File: src/rtl/mpq_pkg.sv
// Shared types and constants of the multilevel priority ready queue.
// No dependencies; every other file of the block imports this package.

package mpq_pkg;

    localparam int ID_W     = 8;
    localparam int PRIO_W   = 4;
    localparam int CMD_W    = 2;
    localparam int STATUS_W = 2;
    localparam int ACT_W    = 4;

    localparam logic [ACT_W-1:0] ACT_RESET = 4'd8;

    // APB register map: one 32-bit register at byte address 0.
    localparam int APB_ADDR_W = 3;
    localparam int APB_DATA_W = 32;
    localparam int REG_IDX_W  = 1;
    localparam logic [REG_IDX_W-1:0] REG_ACTIVE_LEVELS = 1'b0;

    typedef enum logic [CMD_W-1:0] {
        CMD_ENQ  = 2'd0,
        CMD_DEQ  = 2'd1,
        CMD_REM  = 2'd2,
        CMD_NONE = 2'd3
    } cmd_t;

    typedef enum logic [STATUS_W-1:0] {
        ST_OK      = 2'd0,
        ST_ILLEGAL = 2'd1,
        ST_FULL    = 2'd2,
        ST_EMPTY   = 2'd3
    } status_t;

    typedef enum logic [1:0] {
        CELL_HOLD  = 2'd0,
        CELL_LOAD  = 2'd1,
        CELL_SHIFT = 2'd2
    } cell_op_t;

    // Control handed from the sequencer to one slot cell.
    typedef struct packed {
        cell_op_t        op;
        logic [ID_W-1:0] pid;
    } cell_cmd_t;

endpackage

File: src/rtl/mpq_apb_regs.sv
// APB configuration register of the queue (active level count).
// Depends on mpq_pkg for the register map.

module mpq_apb_regs import mpq_pkg::*;
(
    input  logic                  clk,
    input  logic                  rst_n,
    input  logic                  psel,
    input  logic                  penable,
    input  logic                  pwrite,
    input  logic [APB_ADDR_W-1:0] paddr,
    input  logic [APB_DATA_W-1:0] pwdata,
    output logic [APB_DATA_W-1:0] prdata,
    output logic                  pready,
    output logic [ACT_W-1:0]      active_levels
);

    logic [ACT_W-1:0]     active_reg;
    logic [ACT_W-1:0]     active_next;
    logic [REG_IDX_W-1:0] reg_idx;
    logic                 wr_en;

    assign reg_idx = paddr[APB_ADDR_W-1:2];
    assign pready  = 1'b1;
    assign wr_en   = psel && penable && pwrite && pready;

    always_comb
    begin
        active_next = active_reg;
        if (wr_en && (reg_idx == REG_ACTIVE_LEVELS))
        begin
            active_next = pwdata[ACT_W-1:0];
        end
    end

    always_ff @(posedge clk or negedge rst_n)
    begin
        if (!rst_n)
        begin
            active_reg <= ACT_RESET;
        end
        else
        begin
            active_reg <= active_next;
        end
    end

    always_comb
    begin
        prdata = '0;
        if (reg_idx == REG_ACTIVE_LEVELS)
        begin
            prdata = {{(APB_DATA_W-ACT_W){1'b0}}, active_reg};
        end
    end

    assign active_levels = active_reg;

endmodule

File: config.mk
export PLATFORM = sky130hd
export DESIGN_NAME = mpq_apb_regs
export DESIGN_NICKNAME = d
export VERILOG_FILES = /design/src/rtl/mpq_pkg.sv /design/src/rtl/mpq_apb_regs.sv
export SDC_FILE = /design/constraint.sdc
export NUM_CORES = 1
export LEC_CHECK = 0
export ABC_AREA = 1
export ABC_CLOCK_PERIOD_IN_PS = 1260
export BUFFER_PORTS_ARGS = -buffer_cell sky130_fd_sc_hd__buf_2
export CAP_MARGIN = 0
export CORE_MARGIN = 1
export CORE_UTILIZATION = 28
export DETAILED_ROUTE_END_ITERATION = 10
export PLACE_DENSITY = 0.8
export REMOVE_ABC_BUFFERS = 1
export SLEW_MARGIN = 20
export SYNTH_ARGS = -nofsm -noshare
export SYNTH_HDL_FRONTEND = slang
export SYNTH_SLANG_ARGS = --single-unit
export TNS_END_PERCENT = 30
File: constraint.sdc
create_clock -name clk -period 1.26 [get_ports clk]
set_input_delay 0.252 -clock clk [delete_from_list [all_inputs] [get_ports clk]]
set_output_delay 0.252 -clock clk [all_outputs]
set_load 0.03 [all_outputs]
* After elaboration in Yosys (flattened, before gate mapping)
Index checks and enable logic that the tools add are counted.
** Operators by class
- Multiplexer cells :: 1
- Bitwise operators :: 1
- Reductions and logical operators :: 3
** Operator list (number)
- $mux 4 :: 1
- $logic_and 1x1->1 :: 3
- $not 1->1 :: 1
** Storage, ports and cells
- Register bits :: 4
- Input port bits :: 40
- Output and inout port bits :: 37
- Word-level logic and storage cells :: 6

* Longest topological paths before layout
- Depth after elaboration :: 3
- Depth in mapped cells :: 5
- Gate-level depth less buffers :: 5

* Worst setup path before layout
No wires, ideal clock.
- Path type :: register to output
- Start :: register active_reg[3], in the netlist active_levels[3]
- End :: output port prdata[3]
- Arrival time :: 1.072 ns
- Data required time :: 1.008 ns
- Path slack :: -0.064 ns
- Stages on the path, launching flop included :: 3
- Buffers on the path :: 0
- Cell sequence :: dfstp_2 -> inv_1 -> nor2_1
** Between the ends
- Longest elaborated chain between the ends :: 1
** RTL lines
- start: declaration :: RTL line mpq_apb_regs.sv:18 : logic [ACT_W-1:0] active_reg;
- start signal: assignment :: RTL line mpq_apb_regs.sv:44 : active_reg <= active_next;
- $mux 4 :: RTL line mpq_apb_regs.sv:51 : if (reg_idx == REG_ACTIVE_LEVELS)
- end: declaration :: RTL line mpq_apb_regs.sv:13 : output logic [APB_DATA_W-1:0] prdata,
Every way passes these cells.

* Final worst setup path
Ends and elaborated chain as after synthesis.

==> impl_metrics.tcl <==
set metrics [dict create \
    status "finished with violations" \
    violations "negative setup slack" \
    seqCellArea_um2 101 \
    grt_pass1_wl_um 931 \
    cap_violations 0 \
    power_per_cell_area_nw_per_um2 1390 \
    track_usage_pct 7.38 \
    hold_violations 0 \
    grt_setup_unrepaired "yes" \
    synth_compound_area_share_pct 0 \
    netlist_area_um2 440 \
    rrSetupSlack_ns 0.48 \
    timing.final.max_slew_violations 0 \
    clk-insertion-delay-late_ns 0.24 \
    r2r-start "active_levels[3]" \
    drcViolationCount 0 \
    whs_path_depth 3 \
    dp_hpwl_um 578 \
    seq_power_share_pct 26.5 \
    die_h_um 41.7 \
    numCtsBuffers 3 \
    start_kind "flop" \
    clkSlewWorstSetupHoldPaths_ns 0.04 \
    boundaryPins 77 \
    setup_tns_ns -0.0296 \
    placed_cells 90 \
    cts_buffer_depth 2 \
    synth_top_cells_by_area "buf_4 (49%), dfrtp_1 (17%), nand2_1 (7.7%), dfstp_2 (6.0%), inv_1 (5.1%)" \
    synth_top_family_by_area "buffers and inverters" \
    largest_reg_flops 4 \
    p_total_w 0.000669 \
    synth-seq-area-share_pct 23.0 \
    final_cells 96 \
    switchingPower_w 0.000324 \
    setup_violations 1 \
    gp_congestion 0.707 \
    viasPerCell 3.32 \
    cp.arrival_ns 1.04 \
    cts-root-buf "clkbuf_4" \
    hp-class "in2reg" \
    pwr-share-comb_pct 47.3 \
    synth-simple-area-share_pct 20.7 \
    r2r-end "active_levels[3]" \
    p_leak_nw 0.324 \
    final_nets 122 \
    crit_path_end_kind "output pin" \
    critPathRequiredTime_ns 1.01 \
    yosysWarnings 0 \
    antenna_found_initial 0 \
    crit_type "reg2out" \
    hp-start "pwdata[3]" \
    gr-total-overflow 0 \
    holdWs_ns 0.235 \
    multi_input_area_um2 203 \
    synth_cell_types 10 \
    grt_pass1_vias 224 \
    p_sw_share_pct 48.3 \
    holdPathEnd "active_levels[3]" \
    ir_worst_vdd_uv 340 \
    avgSynthCellArea_um2 7.34 \
    num_vias 319 \
    yosys.area.top_type "buf_4" \
    synth_xor_area_share_pct 0 \
    netlist.area_leader.share_pct 49.4 \
    detail-route-antenna-nets 0 \
    die_width_um 41.7 \
    cp-startpoint "active_levels[3]" \
    drive_gt1_share_pct 32.1 \
    synthCells 60 \
    cts_tree "yes" \
    routed_wl_um 652 \
    fill_cells 161 \
    reg2regPathDepth 3 \
    cts_sinks 4 \
    firstDrtPassIters 4 \
    muxShareOfSynthArea_pct 0 \
    h-tree-depth 1 \
    intPower_w 0.000346 \
    portBuffers 17 \
    rows 13 \
    pre_cts_ws_ns 0.187 \
    clock-skew-final_ns 0 \
    syn_to_final_growth_pct 9.09 \
    max_freq_mhz 775 \
    clockPowerShare_pct 26.2 \
    fin_crit_sh_pct 102 \
    wl_per_cell_um 6.79 \
    initialDrtViolationCount 8 \
    start_util_pct 31.9 \
    synth_adder_area_share_pct 0 \
    setup_ws_ns -0.0296 \
    core_um2 1380 \
    grt_start_max_net_pins 6 \
    n_antenna_cell 0 \
    ys_ff_latch 4 \
    die-area_um2 1740 \
    cp_max_fo 3 \
    min_period_ns 1.29 \
]
==> cell usage after synthesis <==
cell / number
nand3_1: 4
nor2_1: 4
dfrtp_1: 3
nand2_1: 9
buf_4: 29
nand2_4: 1
conb_1: 2
dfstp_2: 1
inv_1: 6
nor2_4: 1
==> area by class of cell <==
class                      count  share of cell area (%)
tap                           15                    3.91
sequential                     4                    21.1
clock buffer                   4                    5.47
timing repair buffer          19                    22.7
multi-input combinational     48                    42.2
inverter                       6                    4.69
==> power groups by stage <==
stage	combinational [W]	sequential (W)	clock [W]
floorplan	0.000184	0.000225	0
global placement	0.000295	0.000178	0
detailed placement	0.000299	0.000179	0
CTS	0.000313	0.000178	0.000180
global route	0.000338	0.000183	0.000186
finish	0.000317	0.000177	0.000176
==> per-layer routing <==
metal  wire [um]  GRT usage, %  up-vias
li1            -             -      160
met1         228          7.18      131
met2         341          12.2       28
met3          83          3.04        0
met4           0          5.81        0
met5           0             0        -
==> per-stage QoR <==
stage	util, %	area, um^2
CTS	34.3	474
global route	34.8	480
floorplan	-	324
global placement	31.0	428
finish	34.8	480
detailed placement	31.0	428
==> logic make-up (layout without fill, tap and decap cells) <==
logic type,after synthesis,count (layout)
buffers and inverters,35,29
flip-flops,4,4
AND/OR/NAND/NOR,19,19
other,2,29
==> what timing repair did <==
| action | 4_1_cts | 5_1_grt |
|---|---|---|
| hold buffers | 1 | 0 |
| pin swaps | 0 | 1 |
| resized for setup | 1 | 3 |
| setup endpoints to repair | 1 | 1 |
| setup buffers | 1 | 0 |
| hold endpoints to repair | 4 | 0 |
==> worst max-delay path: stages (launching register included) <==
cell and delay [ns]:
dfstp_2 0.54, inv_2 0.03, nor2_2 0.10, buf_6 0.13
==> cell usage in the layout, fill, tap and decap left out, drive strengths merged <==
master and instances:
conb 29, buf 18, nand2 10, inv 6
nor2 5, nand3 4, clkbuf 4, dfrtp 3
dfstp 1, dlygate4sd3 1
==> worst max-delay path by stage <==
stage	endpoint	slack [ns]	cells past startpoint
CTS	prdata[3]	-0.03	3
global placement	prdata[3]	0.18	3
floorplan	prdata[3]	-0.06	2
finish	prdata[3]	-0.03	3
detailed placement	prdata[3]	0.19	3
global route	prdata[3]	-0.08	3
Note: power is estimated with default switching activity, not from simulation.
