==> src/rtl/mpq_pkg.sv <==
// Shared types and constants of the multilevel priority ready queue.
// No dependencies; every other file of the block imports this package.

package mpq_pkg;

    localparam int ID_W     = 8;
    localparam int PRIO_W   = 4;
    localparam int CMD_W    = 2;
    localparam int STATUS_W = 2;
    localparam int ACT_W    = 4;

    localparam logic [ACT_W-1:0] ACT_RESET = 4'd8;

    // APB register map: one 32-bit register at byte address 0.
    localparam int APB_ADDR_W = 3;
    localparam int APB_DATA_W = 32;
    localparam int REG_IDX_W  = 1;
    localparam logic [REG_IDX_W-1:0] REG_ACTIVE_LEVELS = 1'b0;

    typedef enum logic [CMD_W-1:0] {
        CMD_ENQ  = 2'd0,
        CMD_DEQ  = 2'd1,
        CMD_REM  = 2'd2,
        CMD_NONE = 2'd3
    } cmd_t;

    typedef enum logic [STATUS_W-1:0] {
        ST_OK      = 2'd0,
        ST_ILLEGAL = 2'd1,
        ST_FULL    = 2'd2,
        ST_EMPTY   = 2'd3
    } status_t;

    typedef enum logic [1:0] {
        CELL_HOLD  = 2'd0,
        CELL_LOAD  = 2'd1,
        CELL_SHIFT = 2'd2
    } cell_op_t;

    // Control handed from the sequencer to one slot cell.
    typedef struct packed {
        cell_op_t        op;
        logic [ID_W-1:0] pid;
    } cell_cmd_t;

endpackage

==> src/rtl/mpq_cell.sv <==
// One slot cell: holds the entry at one slot position for every priority level.
// Depends on mpq_pkg; instantiated in a row by the top level.

module mpq_cell import mpq_pkg::*;
#(
    parameter int MAX_LEVELS = 8
)
(
    input  logic                clk,
    input  logic [(MAX_LEVELS > 1 ? $clog2(MAX_LEVELS) : 1)-1:0] lvl,
    input  cell_cmd_t           cmd,
    input  logic [ID_W-1:0]     shift_in,
    output logic [ID_W-1:0]     rd_data,
    output logic                match
);

    logic [ID_W-1:0] entry_reg [MAX_LEVELS];

    // A shift takes the entry of the next cell up the row at the same level.
    always_ff @(posedge clk)
    begin
        case (cmd.op)
            CELL_LOAD:  entry_reg[lvl] <= cmd.pid;
            CELL_SHIFT: entry_reg[lvl] <= shift_in;
            default:    ;
        endcase
    end

    assign rd_data = entry_reg[lvl];
    assign match   = (rd_data == cmd.pid);

endmodule

==> config.mk <==
export PLATFORM = sky130hd
export DESIGN_NAME = mpq_cell
export DESIGN_NICKNAME = d
export VERILOG_FILES = /design/src/rtl/mpq_pkg.sv /design/src/rtl/mpq_cell.sv
export SDC_FILE = /design/constraint.sdc
export NUM_CORES = 1
export LEC_CHECK = 0
export BUFFER_PORTS_ARGS = -buffer_cell sky130_fd_sc_hd__buf_2
export CORE_MARGIN = 2
export CORE_UTILIZATION = 60
export DETAILED_ROUTE_END_ITERATION = 10
export GPL_TIMING_DRIVEN = 0
export PLACE_DENSITY = 0.81
export SYNTH_ARGS = -nofsm -noshare
export SYNTH_HDL_FRONTEND = slang
export SYNTH_SLANG_ARGS = --single-unit
==> constraint.sdc <==
create_clock -name clk -period 3 [get_ports clk]
set_clock_uncertainty 0.05 [all_clocks]
set_input_delay 0.3 -clock clk [delete_from_list [all_inputs] [get_ports clk]]
set_output_delay 0.3 -clock clk [all_outputs]
set_load 0.005 [all_outputs]
Word level (Yosys, flattened, before mapping)
Memory sizes are Yosys's and may differ from the RTL's.
Cells that the tools add are included.

storage, ports and cells
  register bits after elaboration = 0
  word-level logic and storage cells = 10
  memories = 1
  memory bits (writable) = 64
  bits of input ports = 22

memories
  memory     words  bits a word  rd ports  clocked after memory_dff  wr ports  RTL line        text
  entry_reg  8      8            1         0                         1         mpq_cell.sv:17  logic [ID_W-1:0] entry_reg [MAX_LEVELS];

cells by class
  bitwise gates (word level) = 1
  mux-type cells = 5
  equality and inequality tests = 3

operators by type and width
  kind                                                                   count
  8-bit equality test                                                    1
  8-bit two-way mux                                                      1
  1-bit two-way mux                                                      4
  2-bit by 1-bit equality test with 1-bit output, second input constant  1
  2-bit equality test, second input constant                             1
  1-bit bitwise OR                                                       1

Longest topological paths before layout
Gate-level depths: netlist of the first run.

  depth in word-level cells = 4
  depth in mapped cells = 9

Worst setup path before layout of the first run
OpenSTA, ideal clock, no wires.

  path kind = input to output
  start point = input lvl[2] in the netlist's numbering
  end point = output match
  arrival time = 1.813 ns
  slack = 0.837 ns
  cell stages on the path = 6
  cells stage by stage = clkbuf_1 > mux2_2 > a221o_1 > xnor2_1 > nand4_1 > nor4_2

on the way
  word-level cells in the longest chain between the ends = 2

RTL lines
  what                   RTL line        text
  start, declared        mpq_cell.sv:10  input logic [(MAX_LEVELS > 1 ? $clog2(MAX_LEVELS) : 1)-1:0] lvl,
  memory read 8 x 8 bit  n/a
  via rd_data[0]         mpq_cell.sv:13  output logic [ID_W-1:0] rd_data,
  8-bit equality test    mpq_cell.sv:30  assign match = (rd_data == cmd.pid);
  end, declared          mpq_cell.sv:14  output logic match

The timed path passes the listed nets, and every way through them passes these cells.

Worst setup path in the final report of the first run
  start point = memory entry_reg[2][0]
  end point = output match

on the way
  word-level cells in the longest chain between the ends = 2

RTL lines
  what                   RTL line
  start, declared        mpq_cell.sv:17
  memory read 8 x 8 bit  n/a
  8-bit equality test    mpq_cell.sv:30

Every way passes these cells.

==> impl_metrics.json, run 1 <==
{
  "power_density_mw_per_mm2": 570,
  "slew_headroom_pct": 37.4,
  "portBuffers": 28,
  "synth_top_cells_by_count": "edfxtp_1, mux2_2, nor2_1",
  "pwr-share-comb_pct": 10.6,
  "yosysTopAreaCellShare_pct": 68.8,
  "ys_ff_latch": 64,
  "wl_mm": 5.67,
  "grt_start_max_net_pins": 11,
  "fin_crit_ns": 2.66,
  "cp_max_fo": 2,
  "dr_total_vias": 1592,
  "netlist-cell-type-count": 36,
  "cpMaxStageDelayCell": "a221o_1",
  "htreeDepth": 3,
  "seqCellArea_mm2": 0.00192,
  "p_leak_nw": 1.14,
  "syn2layout_area_growth_pct": 13.9,
  "cpPeakStageDelay_ns": 0.40,
  "p_sw_share_pct": 22.7,
  "vias_per_cell": 6.22,
  "p_seq_share_pct": 57.4,
  "worstHoldPathType": "input pin to flop",
  "grt_pass1_vias": 1658,
  "seq_area_frac_synth_pct": 68.8,
  "synthCells": 160,
  "drv_slew": 0,
  "setup_viol": 0,
  "clockRootBuffer": "clkbuf_8",
  "holdPathStages": 2,
  "synth_warnings": 0,
  "hold_ws_ns": 0.331,
  "clkPwrFrac_pct": 32.1,
  "multi_input_area_um2": 828,
  "worst_slack_ns": 0.335,
  "yosysMostFrequentCell": "edfxtp_1",
  "drtPass1Iterations": 4,
  "async_flop_share_pct": 0,
  "path_clk_slew_ns": 0.06,
  "grt_pass1_wl_mm": 8.73,
  "maxCapViolCount": 0,
  "cp_num_buf_inv": 1,
  "tightest_slew_ns": 0.934,
  "antenna_left": 0,
  "ys.flop_type": "edfxtp_1",
  "path_delay_family": "simple AND/OR/NAND/NOR gates",
  "switchingPower_uw": 412,
  "critPathRequiredTime_ns": 2.65,
  "wl_per_cell_um": 22.1,
  "fmax_mhz": 375,
  "power.total_mw": 1.81,
  "status": "finished, final reports clean",
  "place_hpwl_mm": 3.98,
  "clkSinkCount": 64,
  "syn-num-nets": 183,
  "initial_core_util_pct": 63.3,
  "drc": 0,
  "startpoint_type": "flop",
  "io_pins": 31,
  "period_share_pct": 88.8,
  "grt_usage_pct": 24.4,
  "die_y_um": 72.2,
  "rsz0062_at_grt": "no",
  "synthTopCellsByArea": "edfxtp_1, mux2_2, mux4_1",
  "antenna_found_initial": 0,
  "post-place-ws_ns": 0.0805,
  "synth_top_cell_by_area": "edfxtp_1",
  "syn_avg_cell_area_um2": 17.5,
  "drive_gt1_share_pct": 35.3,
  "grt_overflow": 0,
  "path_cells": "mux2_4, a221o_1, xnor2_1, nand4_1, nor4_2, buf_2",
  "die_area_mm2": 0.00522,
  "cts_tree": "done",
  "holdPathEnd": "entry_reg[3][1]$_DFFE_PP_",
  "clockBufferDepth": 2,
  "critPathCaptureType": "output pin",
  "syn_area_mm2": 0.00279,
  "largest_reg_flops": 64,
  "internal_power_mw": 1.40,
  "utilization_pct": 72.1,
  "hold_start": "shift_in[1]",
  "nets": 222,
  "fillCellCount": 278,
  "tns_ns": 0,
  "synth-edff-count": 64,
  "peakVddDrop_mv": 0.421,
  "cts_buffers": 9,
  "gp_congestion": 0.803,
  "fp.coreArea_mm2": 0.00441,
  "crit_type": "flop to output pin",
  "chipWidth_um": 72.2,
  "fp-row-count": 24,
  "arrival_ns": 2.31,
  "diodes": 0,
  "hold_viol_final": 0,
  "drt_iter0_markers": 186
}
## cells by family (layout without fill, tap and decap cells)
kind of cell / count (synthesis) / in the layout / synth area share [%]
buffers and inverters: 12 / 56 / 2.51
AOI/OAI and AO/OA: 16 / 16 / 4.34
xor gates and xnor gates: 7 / 7 / 2.19
DFF: 64 / 64 / 68.8
adders and majority gates: 1 / 1 / 0.448
and+or+nand+nor: 28 / 28 / 5.55
muxes: 32 / 32 / 16.2
## per-layer routing
layer	share of wire, %	GRT usage [%]	up-vias
met5	0	0	-
li1	-	-	719
met3	7.3	6.81	19
met2	52	39.7	64
met4	3.5	14.0	0
met1	37	29.4	790
## power by group through the flow
stage / clock (mW) / combinational, mW / sequential [mW]
final: 0.581 / 0.192 / 1.04
after global routing: 0.626 / 0.208 / 1.04
after CTS: 0.587 / 0.191 / 1.04
after detailed placement: 0 / 0.190 / 1.06
after global placement: 0 / 0.179 / 1.06
after floorplan: 0 / 0.124 / 1.05
## worst max path at each step
stage                               from  endpoint  slack, ns  cells after the start
2_1_floorplan                     lvl[2]     match       0.84                      6
3_3_place_gp                      lvl[2]     match       0.11                      8
3_5_place_dp                      lvl[2]     match       0.08                      8
4_1_cts                           lvl[2]     match       0.07                      8
5_1_grt        entry_reg[2][5]$_DFFE_PP_     match       0.26                      6
6_report       entry_reg[2][0]$_DFFE_PP_     match       0.34                      6
## cell usage in the layout, fill, tap and decap left out, drive strengths merged
master / netlist / final
ha: 1 / 1
and3: 2 / 2
nand4: 1 / 1
or3: 2 / 2
clkbuf: 4 / 13
o21ai: 2 / 2
o22ai: 2 / 2
nand2b: 2 / 2
a311o: 1 / 1
mux2: 17 / 17
a21oi: 1 / 1
xor2: 3 / 3
or4b: 1 / 1
o31a: 1 / 1
xnor2: 4 / 4
a21o: 1 / 1
nor2: 9 / 9
buf: 4 / 33
nor2b: 3 / 3
nor3: 4 / 4
a22oi: 4 / 4
a221o: 3 / 3
mux2i: 9 / 9
a211oi: 1 / 1
nor4: 3 / 3
nand2: 1 / 1
inv: 4 / 4
clkinv: 0 / 6
edfxtp: 64 / 64
mux4: 6 / 6
## cell type report
class,count,share of cell area [%]
Buffer,7,1.61
Clock inverter,6,0.825
Multi-Input combinational cell,84,26.0
Inverter,4,0.472
Clock buffer,10,4.01
Tap cell,52,2.04
Timing Repair Buffer,29,4.64
Sequential cell,64,60.4
## stage by stage
stage                     area, um2  instances
after floorplan                2790        160
after global placement         3000        240
after detailed placement       3020        241
after CTS                      3180        257
after global routing           3180        256
final                          3180        256
## what timing repair did
item,CTS,global route
resized for setup,0,0
endpoints found under the hold margin,0,0
hold buffers,0,0
endpoints found under the setup margin,0,1
setup buffers,0,0
(Power assumes the default switching activity.)
==> run 2, diff against run 1 <==
--- a/config.mk
+++ b/config.mk
@@ -9,7 +9,6 @@
 export CORE_MARGIN = 2
 export CORE_UTILIZATION = 60
 export DETAILED_ROUTE_END_ITERATION = 10
-export GPL_TIMING_DRIVEN = 0
 export PLACE_DENSITY = 0.81
 export SYNTH_ARGS = -nofsm -noshare
 export SYNTH_HDL_FRONTEND = slang
==> impl_metrics.json, run 2 (synthesis results as in run 1) <==
{
  "final_cell_mix": "edfxtp_1, buf_2, mux2_2",
  "clockBufferDepth": 2,
  "cts_buffers": 9,
  "diodes": 0,
  "critPathCaptureType": "output pin",
  "cp_num_buf_inv": 2,
  "crit_type": "input pin to output pin",
  "path_cells": "buf_2, mux4_1, mux2_2, xnor2_1, nand4_1, nor4_2, buf_2",
  "portBuffers": 30,
  "antenna_found_initial": 0,
  "fp-row-count": 24,
  "fp.coreArea_mm2": 0.00441,
  "worstHoldPathType": "input pin to flop",
  "path_clk_slew_ns": 0.06,
  "gp_congestion": 0.824,
  "fillCellCount": 282,
  "largest_reg_flops": 64,
  "wl_mm": 5.39,
  "io_pins": 31,
  "grt_overflow": 0,
  "peakVddDrop_mv": 0.404,
  "period_share_pct": 88.7,
  "p_leak_nw": 1.17,
  "grt_pass1_vias": 1568,
  "layout_commonest_cell": "edfxtp_1",
  "tightest_slew_ns": 0.747,
  "clockRootBuffer": "clkbuf_8",
  "hold_start": "shift_in[5]",
  "fin_cells": 260,
  "dr_total_vias": 1569,
  "startpoint_type": "input pin",
  "drtPass1Iterations": 4,
  "chipWidth_um": 72.2,
  "drv_slew": 0,
  "slew_headroom_pct": 49.8,
  "die_y_um": 72.2,
  "holdPathStages": 2,
  "place_hpwl_mm": 3.75,
  "cp_max_fo": 15,
  "drt_iter0_markers": 141,
  "postCtsSetupRepairBufs": 0,
  "power_density_mw_per_mm2": 562,
  "hold_viol_final": 0,
  "dp_cells": 246,
  "cpMostUsedCell": "buf_2",
  "path_delay_family": "multiplexers",
  "cts_tree": "done",
  "nets": 228,
  "drive_gt1_share_pct": 35.1,
  "critPathRequiredTime_ns": 2.65,
  "grt_start_max_net_pins": 25,
  "maxCapViolCount": 0,
  "holdPathEnd": "entry_reg[2][5]$_DFFE_PP_",
  "initial_core_util_pct": 63.3,
  "cts_resized": 0,
  "seqCellArea_mm2": 0.00192,
  "tns_ns": 0,
  "rsz0062_at_grt": "no",
  "fmax_mhz": 376,
  "antenna_left": 0,
  "hold_buffers": 0,
  "die_area_mm2": 0.00522,
  "arrival_ns": 2.31,
  "htreeDepth": 3,
  "status": "finished, final reports clean",
  "setup_viol": 0,
  "drc": 0,
  "vias_per_cell": 6.03,
  "grt_pass1_wl_mm": 8.42,
  "cpPeakStageDelay_ns": 0.62,
  "cpMaxStageDelayCell": "mux4_1",
  "syn2layout_area_growth_pct": 14.1,
  "multi_input_area_um2": 802,
  "grt_usage_pct": 23.3,
  "clkSinkCount": 64,
  "wl_per_cell_um": 20.7,
  "fin_crit_ns": 2.66
}
==> run 2: final cells by class <==
class | count | area share, %
clock buffers | 12 | 4.24
clock inverters | 2 | 0.275
inverters | 4 | 0.471
multi-input cells | 84 | 25.2
flip-flops and latches | 64 | 60.3
well taps | 52 | 2.04
repair buffers | 42 | 7.54
==> run 2: power breakdown <==
part           leakage [nW]  internal (mW)  switching, mW
clock                0.0737          0.287          0.276
combinational         0.511         0.0855          0.104
sequential            0.581           1.03        0.00814
total                  1.17           1.40          0.388
==> run 2: metrics by stage <==
step	worst slack (ns)	area [um2]	util [%]	power (mW)	hold slack, ns
2_1_floorplan	0.837	2790	-	1.18	0.548
3_3_place_gp	0.347	3040	69.0	1.24	0.649
3_5_place_dp	0.322	3040	69.0	1.25	0.664
4_1_cts	0.310	3190	72.2	1.80	0.327
5_1_grt	0.201	3190	72.2	1.87	0.329
6_report	0.338	3190	72.2	1.79	0.339
==> run 2: per-layer routing <==
layer / global-route usage, % / routed length (um)
met2: 35.5 / 2740
met4: 10.3 / 104
met3: 7.36 / 342
met1: 31.4 / 2200
met5: 0 / 0
==> run 2: worst max path at each step <==
stage	cells past startpoint	slack, ns	from	end
2_1_floorplan	6	0.84	lvl[2]	match
3_3_place_gp	7	0.35	lvl[0]	match
3_5_place_dp	7	0.32	lvl[0]	match
4_1_cts	7	0.31	lvl[0]	match
5_1_grt	8	0.20	lvl[2]	match
6_report	7	0.34	lvl[0]	match
==> run 3, diff against run 2 <==
--- a/config.mk
+++ b/config.mk
@@ -7,9 +7,8 @@
 export LEC_CHECK = 0
 export BUFFER_PORTS_ARGS = -buffer_cell sky130_fd_sc_hd__buf_2
 export CORE_MARGIN = 2
-export CORE_UTILIZATION = 60
+export CORE_UTILIZATION = 40
 export DETAILED_ROUTE_END_ITERATION = 10
-export PLACE_DENSITY = 0.81
 export SYNTH_ARGS = -nofsm -noshare
 export SYNTH_HDL_FRONTEND = slang
 export SYNTH_SLANG_ARGS = --single-unit
==> impl_metrics.json, run 3 (synthesis results as in run 1) <==
{
  "status": "finished, final reports clean",
  "crit_type": "input pin to output pin",
  "cp_max_fo": 18,
  "fin_crit_ns": 2.73,
  "maxCapViolCount": 0,
  "chipWidth_um": 87.6,
  "drv_slew": 0,
  "clkSinkCount": 64,
  "portBuffers": 30,
  "drtPass1Iterations": 4,
  "tns_ns": 0,
  "wl_per_cell_um": 18.4,
  "fmax_mhz": 366,
  "hold_buffers": 0,
  "drc": 0,
  "period_share_pct": 91.1,
  "diodes": 0,
  "dr_total_vias": 1535,
  "cpMostUsedCell": "buf_2",
  "power_density_mw_per_mm2": 553,
  "hold_viol_final": 0,
  "cts_tree": "done",
  "grtUsageMet2_pct": 25.9,
  "worst_slack_ns": 0.266,
  "grt_usage_pct": 16.3,
  "nets": 229,
  "peakVddDrop_mv": 0.310,
  "rsz0062_at_grt": "no",
  "io_pins": 31,
  "die_area_mm2": 0.00767,
  "die_y_um": 87.6,
  "critPathRequiredTime_ns": 2.65,
  "fillCellCount": 584,
  "worstHoldPathType": "input pin to flop",
  "cpMaxStageDelayCell": "mux4_1",
  "grt_use_met3_pct": 4.90,
  "final_cell_mix": "edfxtp_1, buf_2, mux2_2",
  "arrival_ns": 2.38,
  "wl_mm": 5.65,
  "grt_pass1_vias": 1583,
  "place_hpwl_mm": 3.98,
  "grt_start_max_net_pins": 19,
  "cts_resized": 0,
  "drive_gt1_share_pct": 35.5,
  "grt_pass1_wl_mm": 8.78,
  "p_leak_nw": 1.18,
  "busiest_layer": "met2",
  "cpPeakStageDelay_ns": 0.60,
  "clockRootBuffer": "clkbuf_8",
  "syn2layout_area_growth_pct": 16.7,
  "power.total_mw": 1.80,
  "cts_buffers": 9,
  "layout_commonest_cell": "edfxtp_1",
  "postCtsSetupRepairBufs": 0,
  "path_delay_family": "multiplexers",
  "tightest_slew_ns": 0.640,
  "vias_per_cell": 5.00,
  "fp.coreArea_mm2": 0.00679,
  "gp_congestion": 0.748,
  "slew_headroom_pct": 57.0,
  "setup_viol": 0,
  "antenna_found_initial": 0,
  "startpoint_type": "input pin",
  "htreeDepth": 3,
  "initial_core_util_pct": 41.1,
  "antenna_left": 0,
  "grt_overflow": 0,
  "drt_iter0_markers": 201,
  "fp-row-count": 30,
  "largest_reg_flops": 64,
  "path_cells": "buf_2, mux4_1, mux2_2, xnor2_1, nand4_1, nor4_2, buf_2",
  "critPathCaptureType": "output pin",
  "post-place-ws_ns": 0.251,
  "clockBufferDepth": 2,
  "use_met1_pct": 21.2,
  "cp_num_buf_inv": 2,
  "path_clk_slew_ns": 0.06
}
==> run 3: routing by layer <==
metal	wire [um]	vias to the layer above	part of all wire [%]
li1	-	735	-
met1	2550	764	45
met5	0	-	0
met4	87	0	1.5
met2	2780	27	49
met3	228	9	4.0
==> run 3: cell type report <==
cell class	instances	area (um2)	area share, %
clock inverter	7	28.8	0.883
multi-input combinational	84	802	24.6
sequential	64	1920	59.0
clock buffer	9	124	3.80
inverter	4	15.0	0.461
timing repair buffer	43	248	7.60
tap	96	120	3.69
==> run 3: path summary, 6_finish.rpt <==
kind / from / to / slack, ns / depth (start not counted)
worst max-delay path: lvl[0] / match / 0.27 / 7
worst min-delay path: shift_in[5] / entry_reg[5][5]$_DFFE_PP_ / 0.33 / 2
==> run 3: metrics by stage <==
stage | util (%) | cells | hold slack (ns) | area, um2
3_5_place_dp | 45.7 | 291 | 0.659 | 3110
4_1_cts | 48.0 | 307 | 0.312 | 3260
5_1_grt | 48.0 | 307 | 0.349 | 3260
3_3_place_gp | 45.7 | 291 | 0.649 | 3110
6_report | 48.0 | 307 | 0.326 | 3260
2_1_floorplan | - | 160 | 0.548 | 2790
==> run 3: power by group <==
group | switching, mW | total (mW) | internal, mW
Sequential | 0.00831 | 1.04 | 1.03
Combinational | 0.104 | 0.190 | 0.0863
Clock | 0.292 | 0.574 | 0.282
